--- src/hw/rtl/elmc_pkg.sv ---
// shared types and constants for the ego lane membership check
package elmc_pkg;

  localparam int MaxLanes   = 8;
  localparam int MaxPoints  = 32;
  localparam int LaneW      = $clog2(MaxLanes);
  localparam int PointW     = $clog2(MaxPoints);
  localparam int AddrW      = LaneW + PointW;
  localparam int CoordW     = 14;
  localparam int CountW     = 6;
  localparam int QueryW     = 12;
  localparam int FrameW     = 13;
  localparam int LanesW     = 4;
  localparam int CfgIdxW    = 2;

  typedef enum logic [1:0] {
    OP_WRITE_POINT = 2'd0,
    OP_SET_COUNT   = 2'd1,
    OP_QUERY       = 2'd2,
    OP_NOP         = 2'd3
  } op_e;

  typedef enum logic [1:0] {
    CFG_FRAME_WIDTH  = 2'd0,
    CFG_FRAME_HEIGHT = 2'd1,
    CFG_LANES_IN_USE = 2'd2
  } cfg_idx_e;

  // classified word handed from front to back
  typedef struct packed {
    logic                     is_query;
    logic                     is_point;
    logic                     is_count;
    logic                     fail;
    logic [LaneW-1:0]         lane;
    logic [PointW-1:0]        pt;
    logic [2*CoordW-1:0]      wdata;
    logic [CountW-1:0]        cnt;
    logic [QueryW-1:0]        qx;
    logic [QueryW-1:0]        qy;
    logic [LanesW-1:0]        lanes;
    logic [FrameW-2:0]        center;
  } job_t;

  typedef enum logic [3:0] {
    ST_IDLE,
    ST_LANE,
    ST_SEG_RD,
    ST_SEG_CHK,
    ST_DIV,
    ST_NEAR_RD,
    ST_NEAR_CHK,
    ST_NEAR_X,
    ST_NEAR_XW,
    ST_PICK,
    ST_OUT
  } state_e;

endpackage

--- src/hw/rtl/elmc_front.sv ---
// front end: takes input words and classifies them into jobs for the back end
module elmc_front import elmc_pkg::*; (
  input  logic                     clk_i,
  input  logic                     rst_ni,
  input  logic                     push_i,
  output logic                     full_o,
  input  logic [1:0]               opcode_i,
  input  logic [LaneW-1:0]         lane_index_i,
  input  logic [PointW-1:0]        point_index_i,
  input  logic signed [CoordW-1:0] point_x_i,
  input  logic signed [CoordW-1:0] point_y_i,
  input  logic [CountW-1:0]        point_count_i,
  input  logic [QueryW-1:0]        query_x_i,
  input  logic [QueryW-1:0]        query_y_i,
  input  logic [FrameW-1:0]        frame_width_i,
  input  logic [FrameW-1:0]        frame_height_i,
  input  logic [LanesW-1:0]        lanes_in_use_i,
  // queue toward the back end
  output logic                     job_valid_o,
  output job_t                     job_o,
  input  logic                     job_pop_i
);

  localparam int Depth = 2;

  job_t       fifo_q [Depth];
  logic       wp_q, rp_q;
  logic [1:0] fill_q;
  logic       accept, fail;
  op_e        op;
  job_t       job;

  assign op     = op_e'(opcode_i);
  assign full_o = (fill_q == 2'(Depth));
  assign accept = push_i && !full_o;

  // query failure checks
  assign fail = (lanes_in_use_i < 4'd2) || (lanes_in_use_i > 4'(MaxLanes)) ||
                (frame_width_i == '0) || (frame_height_i == '0) ||
                ({1'b0, query_x_i} >= frame_width_i) ||
                ({1'b0, query_y_i} >= frame_height_i);

  // store writes travel with the job so they land in order with queries
  always_comb begin
    job.is_query = (op == OP_QUERY);
    job.is_point = (op == OP_WRITE_POINT);
    job.is_count = (op == OP_SET_COUNT);
    job.fail     = fail;
    job.lane     = lane_index_i;
    job.pt       = point_index_i;
    job.wdata    = {point_x_i, point_y_i};
    job.cnt      = point_count_i;
    job.qx       = query_x_i;
    job.qy       = query_y_i;
    job.lanes    = lanes_in_use_i;
    job.center   = frame_width_i[FrameW-1:1];
  end

  // short job queue
  always_ff @(posedge clk_i or negedge rst_ni) begin
    if (!rst_ni) begin
      wp_q   <= 1'b0;
      rp_q   <= 1'b0;
      fill_q <= '0;
    end else begin
      if (accept) wp_q <= !wp_q;
      if (job_pop_i) rp_q <= !rp_q;
      fill_q <= fill_q + 2'(accept) - 2'(job_pop_i);
    end
  end

  always_ff @(posedge clk_i) begin
    if (accept) fifo_q[wp_q] <= job;
  end

  assign job_valid_o = (fill_q != '0);
  assign job_o       = fifo_q[rp_q];

  a_no_pop_empty: assert property (@(posedge clk_i) disable iff (!rst_ni)
    job_pop_i |-> fill_q != '0) else $error("pop of empty job queue");
  a_fill_range: assert property (@(posedge clk_i) disable iff (!rst_ni)
    fill_q <= 2'(Depth)) else $error("job queue overfilled");

endmodule

--- config.mk ---
export PLATFORM = sky130hd
export DESIGN_NAME = elmc_front
export DESIGN_NICKNAME = d
export VERILOG_FILES = /design/src/hw/rtl/elmc_pkg.sv /design/src/hw/rtl/elmc_front.sv
export SDC_FILE = /design/constraint.sdc
export NUM_CORES = 1
export LEC_CHECK = 0
export BUFFER_PORTS_ARGS = -buffer_cell sky130_fd_sc_hd__buf_2
export CORE_MARGIN = 2
export CORE_UTILIZATION = 45
export CTS_CLUSTER_DIAMETER = 150
export DETAILED_ROUTE_END_ITERATION = 10
export GPL_ROUTABILITY_DRIVEN = 0
export HOLD_SLACK_MARGIN = 0.02
export PLACE_DENSITY = 0.81
export SYNTH_ARGS = -nofsm -noshare
export SYNTH_HDL_FRONTEND = slang
export SYNTH_SLANG_ARGS = --single-unit
--- constraint.sdc ---
create_clock -name clk_i -period 6.22 [get_ports clk_i]
set_input_delay 0.933 -clock clk_i [delete_from_list [all_inputs] [get_ports clk_i]]
set_output_delay 0.933 -clock clk_i [all_outputs]
set_load 0.03 [all_outputs]
; ---- Yosys cells after proc, flatten, opt, wreduce, memory -nomap -nowiden
; Memories as Yosys holds them, arrays and structs flattened.
; Cells that the tools add are included.
[op_classes]
add_sub_neg = 2
order_cmp = 4
eq_ne = 3
mux = 2
reduce_logical = 13
[ops]
columns = op, n
row1 = $ge 12x13->1, 2
row2 = $logic_not 13->1, 2
row3 = $logic_or 1x1->1, 5
row4 = $eq 2x2->1 const B, 2
row5 = $gt 4x4->1 const B, 1
row6 = $lt 4x2->1 const B, 1
row7 = $logic_not 1->1, 3
row8 = $add 2x1->2, 1
row9 = $eq 2x1->1 const B, 1
row10 = $logic_not 2->1, 1
row11 = $mux 1, 2
row12 = $reduce_bool 2->1, 1
row13 = $sub 2x1->2, 1
row14 = $logic_and 1x1->1, 1
[totals]
reg_bits = 4
mem_bits_rw = 172
input_bits = 102
out_inout_bits = 88
word_cells = 28
memories = 1
[mem_list]
columns = memory, depth, word_bits, read_ports, rd_clocked_by_memory_dff, wr, line_no
row1 = fifo_q, 2, 86, 1, 0, 1, elmc_front.sv:26  ; job_t fifo_q [Depth];

; ---- Logic depth before layout (Yosys ltp)
; Gate-level depths: netlist of run 1.
[logic_depth]
word_depth = 6
mapped_depth = 7
ltp_nobuf = 7

; ---- Worst setup path after synthesis of run 1
; No wires, ideal clock.
[synth_path]
path_kind = input-to-reg
startpoint = in push_i
endpoint = mem fifo_q[0][0] (netlist name), enable pin
setup_time_ps = 531
arrival_ps = 4611
required_ps = 5689
path_slack_ps = 1078
stages = 2
path_buffers = 0
cell_sequence = nand2_1 nor2_1
[synth_between]
elab_chain_len = 3
[synth_rtl]
columns = element, line_no
row1 = start: declaration, elmc_front.sv:5  ; input logic push_i,
row2 = $logic_and 1x1->1, elmc_front.sv:35  ; assign accept = push_i && !full_o;
row3 = $mux 1, elmc_front.sv:73  ; if (accept) fifo_q[wp_q] <= job;
row4 = $mux 1 (not written as such), elmc_front.sv:73
row5 = end: declaration, elmc_front.sv:26
; No other way between the ends.

==> results of run 1 <==
==> metal layers <==
metal,GRT usage,vias up,share of wire
met2,0.289,133,0.51
met3,0.0471,19,0.062
li1,-,1879,-
met5,0,-,0
met1,0.188,1970,0.41
met4,0.0659,0,0.018
==> worst register-to-register path: stages (launching register included) <==
cell,delay (ps)
dfrtp_1,400
nand2b_1,130
nand2_1,160
nor2_4,870
buf_4,710
==> final cells by class <==
cell class / count / share of cell area
multi-input cells: 168 / 0.189
inverters: 28 / 0.0119
well taps: 211 / 0.0299
clock inverters: 14 / 0.0150
flip-flops and latches: 176 / 0.596
repair buffers: 192 / 0.110
clock buffers: 17 / 0.0481
diodes: 1 / 0.000283
==> final timing paths <==
check	slack (ps)	to	from
setup / recovery	2800	job_o[83]	rp_q$_DFFE_PN0P_
hold / removal	310	rp_q$_DFFE_PN0P_	rst_ni
setup reg to reg	3560	fifo_q[0][0]$_DFFE_PP_	fill_q[1]$_DFF_PN0_
hold reg to reg	500	fill_q[1]$_DFF_PN0_	fill_q[1]$_DFF_PN0_
max in group asynchronous	5780	rp_q$_DFFE_PN0P_	rst_ni
min in group clk_i	500	fill_q[1]$_DFF_PN0_	fill_q[1]$_DFF_PN0_
==> metrics by stage <==
| stage | cells | utilization |
|---|---|---|
| detailed placement | 775 | 0.542 |
| CTS | 806 | 0.579 |
| floorplan | 382 | - |
| global route | 806 | 0.579 |
| global placement | 775 | 0.542 |
| finish | 807 | 0.579 |
==> sequential cells by signal, summed over array words and instances (netlist names) <==
name    cells
fill_q      2
wp_q        1
rp_q        1
fifo_q    172
==> cell usage in the layout (no fill, tap or decap), types with 2 or more instances in the layout <==
| master | netlist | final |
|---|---|---|
| a21o_1 | 4 | 4 |
| a21oi_1 | 7 | 7 |
| buf_2 | 1 | 189 |
| buf_4 | 0 | 3 |
| clkbuf_16 | 0 | 17 |
| clkinv_2 | 0 | 3 |
| clkinv_4 | 0 | 3 |
| dfrtp_1 | 4 | 3 |
| edfxtp_1 | 172 | 172 |
| ha_1 | 26 | 26 |
| inv_1 | 28 | 28 |
| inv_6 | 0 | 4 |
| inv_8 | 0 | 2 |
| mux2_1 | 86 | 86 |
| nand2_1 | 2 | 2 |
| nand2b_1 | 2 | 2 |
| nand3_1 | 4 | 4 |
| nand4_1 | 3 | 3 |
| nor2_1 | 4 | 3 |
| nor2b_1 | 4 | 4 |
| nor4_1 | 5 | 5 |
| or4_1 | 3 | 3 |
| xnor2_1 | 3 | 3 |
==> kinds of logic after synthesis <==
logic type,count (synthesis)
DFF,176
buffers and inverters,38
xor gates and xnor gates,4
and+or+nand+nor,32
AOI/OAI and AO/OA,20
adders and majority gates,26
muxes,86
==> power breakdown <==
part	total, uW	internal [uW]	leakage (uW)	switching (uW)
combinational	1410	428	0.00157	982
clock	1010	557	0.000280	451
sequential	1720	1630	0.00164	93.3
==> metrics.yaml, run 1 <==
outcome: "complete, no violations"
area.sequential_um2: 5270
grt_use_total: 0.164
dieHeight_um: 129
grt_pass1_vias: 4103
synth_seq_area_share: 0.745
power_uw: 4140
ys_ff_latch: 176
grt_max_degree: 87
crit_fanout: 61
clkTransAtPathRegs_ps: 60
max_cap_viol_count: 0
drc_errors: 0
synth_top_cell_area_share: 0.731
clk_path_buf_depth: 2
synth_common_cells: "172 x edfxtp_1, 86 x mux2_1, 28 x inv_1, 26 x ha_1, 8 x buf_1"
io_pins: 190
dp.final_hpwl_um: 9410
synthesis.nets: 510
ir_drop_mv: 0.227
setup_slack_ps: 2800
fin_nets: 711
dr.pass1.iters: 4
whs_ps: 306
cts_tree: "yes"
syn_to_final_growth_pct: 25.1
hold_path.class: "input pin to async pin"
post_cts_buffers: 0
drt-vias-per-instance: 4.96
start_kind: "register"
placedInstanceArea_um2: 8280
vias: 4001
multi_input_area_um2: 1670
leakagePower_uw: 0.00350
yosys-top-cells-area: "edfxtp_1 73%, mux2_1 14%, ha_1 4.6%"
rsz0062_at_grt: "false"
synthMuxAreaShare: 0.137
path_buf_inv: 2
h-tree-depth: 4
cts.root.buffer_cell: "clkbuf_16"
crit_slowest_cell: "buf_4"
cp_top_family: "buffers and inverters"
ys.flop_type: "edfxtp_1"
crit_chain: "buf_4 -> mux2_1 -> buf_2"
reg2reg_depth: 4
post-synth-top-count-cell: "edfxtp_1"
yosys.area_share.simple: 0.0269
netlist_area_um2: 7070
period_needed_ps: 3420
drt-total-wl_um: 13700
synth_top_area_cell: "edfxtp_1"
fin_crit_sh: 0.549
rows: 45
nFillCells: 1147
initial_core_util: 0.463
fin_skew_ps: 5.78
clock-sinks: 176
yosysWarnings: 0
p_per_area_nw_per_um2: 468
wl_per_cell_um: 17.0
critPathArrivalTime_ps: 2480
ant_nets: 0
synth_edf_count: 172
cts_hold_buffers: 0
worst_pin_slew_ps: 1180
fin_area_um2: 8840
place_ws_ps: 3000
synth_cell_types: 34
fp.dieArea_um2: 16700
overflow: 0
crit_required_ps: 5290
setup_viol_count_final: 0
cp_slowest_stage_delay_ps: 720
fp.dieW_um: 129
synth_area_per_cell_um2: 18.5
drtIter0Drc: 255
synth_compound_area_frac: 0.0197
ctsResizeCount: 0
crit_path_end_kind: "output port"
grt_pass1_wl_um: 20500
drive_above_1_share: 0.382
synthArstFlopShare: 0.0227
synth_adder_area_share: 0.0460
fmax_ghz: 0.293
tns_ps: 0
fp.coreArea_um2: 15300
synth_top_family_by_area: "multiplexers"
finalHoldViolCount: 0
cp.depth: 3
insertion_delay_ps: 420
synthCells: 382
io_buffers: 189
antenna_found_initial: 1
path_class: "register to output port"
synthXorXnorAreaFrac: 0.00496
relSlewSlack: 0.216
cts_buffers: 17
slew_viol_final: 0
Power figures use the tool's default switching activity.
==> run 2: changes to the inputs <==
Clock period 6.22 ns to 3.2 ns, I/O delays scaled along.
==> run 2 against run 1 <==
- combinational power up 96%
- register-to-register slack worse by 2200 ps
- power up 97%
- sequential share of layout area down 0.47 points
- critical path depth unchanged
- clock power up 99%
- critical path type unchanged
==> metrics.yaml, run 2 (synthesis results as in run 1) <==
outcome: "complete, no violations"
reg2reg_depth: 3
seq_power_share: 0.413
area.sequential_um2: 5270
fp.coreArea_um2: 15300
io_buffers: 189
clk_path_buf_depth: 2
crit_chain: "buf_4 -> mux2_1 -> buf_2"
combPwrFrac: 0.340
internal-power_uw: 5130
clkTransAtPathRegs_ps: 70
grt_pass1_vias: 4286
p_clk_frac: 0.247
grt_use_total: 0.171
rsz0062_at_grt: "false"
initial_core_util: 0.463
h-tree-depth: 4
min_to: "fifo_q[0][40]$_DFFE_PP_"
worst_pin_slew_ps: 644
max_cap_viol_count: 0
r2r_slack_ps: 1390
relSlewSlack: 0.571
fin_area_um2: 8910
dieHeight_um: 129
finalNonFillerCells: 810
multi_input_area_um2: 1670
layout_common_cells: "189 x buf_2, 172 x edfxtp_1, 86 x mux2_1, 28 x inv_1, 26 x ha_1"
leakagePower_uw: 0.00351
start_kind: "register"
dr.pass1.iters: 6
overflow: 0
dp_cells: 777
fmax_ghz: 0.380
fin_crit_sh: 0.823
rows: 45
worstHoldStart: "point_count_i[0]"
nFillCells: 1168
slew_viol_final: 0
crit_path_end_kind: "output port"
grt_pass1_wl_um: 21500
drt-total-wl_um: 14200
cts_buffers: 17
diodes: 0
tns_ps: 0
ant_nets: 0
switching_power_uw: 3030
cts_tree: "yes"
path_buf_inv: 2
crit_slowest_cell: "dfrtp_4"
p_per_area_nw_per_um2: 916
cp_top_family: "flip-flops"
largest-register: "fifo_q"
fp.dieArea_um2: 16700
fp.dieW_um: 129
ir_drop_mv: 0.381
path_class: "register to output port"
drtIter0Drc: 246
fin_skew_ps: 8.49
rr_endpoint: "fifo_q[1][15]$_DFFE_PP_"
setup_viol_count_final: 0
r2r-start: "fill_q[1]$_DFF_PN0_"
antenna_found_initial: 0
critPathArrivalTime_ps: 2150
reg_top3: "fifo_q x172, fill_q x2"
placedInstanceArea_um2: 8320
fin_nets: 714
drc_errors: 0
crit_fanout: 39
drive_above_1_share: 0.384
insertion_delay_ps: 420
swShare: 0.371
largest_reg_flops: 172
syn_to_final_growth_pct: 26.0
wl_per_cell_um: 17.5
cp_slowest_stage_delay_ps: 810
io_pins: 190
clock-sinks: 176
grt_max_degree: 52
final_common_cell: "buf_2"
period_needed_ps: 2630
ctsResizeCount: 0
finalHoldViolCount: 0
dp.final_hpwl_um: 9880
crit_required_ps: 2720
hold_path.class: "input pin to register"
drt-vias-per-instance: 5.01
vias: 4057
cts.root.buffer_cell: "clkbuf_16"
min_path_cells: 1
post_cts_buffers: 0
[run 2: final cells by class]
cell class,count,share of cell area
multi-input cells,168,0.188
well taps,211,0.0296
inverters,28,0.0118
flip-flops and latches,176,0.592
clock inverters,14,0.0170
clock buffers,18,0.0482
repair buffers,195,0.114
[run 2: metrics by stage]
stage	hold WS (ps)	worst slack (ps)	power (uW)	util
CTS	228	513	8260	0.584
finish	248	568	8160	0.584
global route	219	428	8550	0.584
floorplan	184	205	5330	-
detailed placement	291	738	6230	0.545
global placement	286	783	6160	0.545
[run 2: layer usage]
metal  global-route usage  vias to the layer above  wire (um)
met4               0.0582                        0        198
met3               0.0574                       16       1020
met1                0.199                     2015       5900
met5                    0                        -          0
li1                     -                     1890          -
met2                0.299                      136       7090
[run 2: worst max-delay path by stage]
stage | startpoint | endpoint | slack (ps) | cells after the start
after floorplan | fill_q[1]$_DFF_PN0_ | fifo_q[1][0]$_DFFE_PP_ | 200 | 2
after global placement | lanes_in_use_i[2] | fifo_q[0][82]$_DFFE_PP_ | 780 | 6
after detailed placement | lanes_in_use_i[2] | fifo_q[1][82]$_DFFE_PP_ | 740 | 6
after CTS | rp_q$_DFFE_PN0P_ | job_o[35] | 510 | 3
after global routing | rp_q$_DFFE_PN0P_ | job_o[35] | 430 | 3
final | rp_q$_DFFE_PN0P_ | job_o[35] | 570 | 3
[run 2: power groups by stage]
| stage | combinational, uW | clock (uW) | sequential [uW] |
|---|---|---|---|
| after floorplan | 2030 | 0 | 3300 |
| after global placement | 2760 | 0 | 3390 |
| after detailed placement | 2800 | 0 | 3430 |
| after CTS | 2820 | 2060 | 3380 |
| after global routing | 2950 | 2170 | 3430 |
| final | 2770 | 2010 | 3370 |
[run 2: timing repair]
| item | 4_1_cts | 5_1_grt |
|---|---|---|
| setup endpoints to repair | 0 | 0 |
| endpoints found under the hold margin | 4 | 0 |
| hold buffers | 1 | 0 |
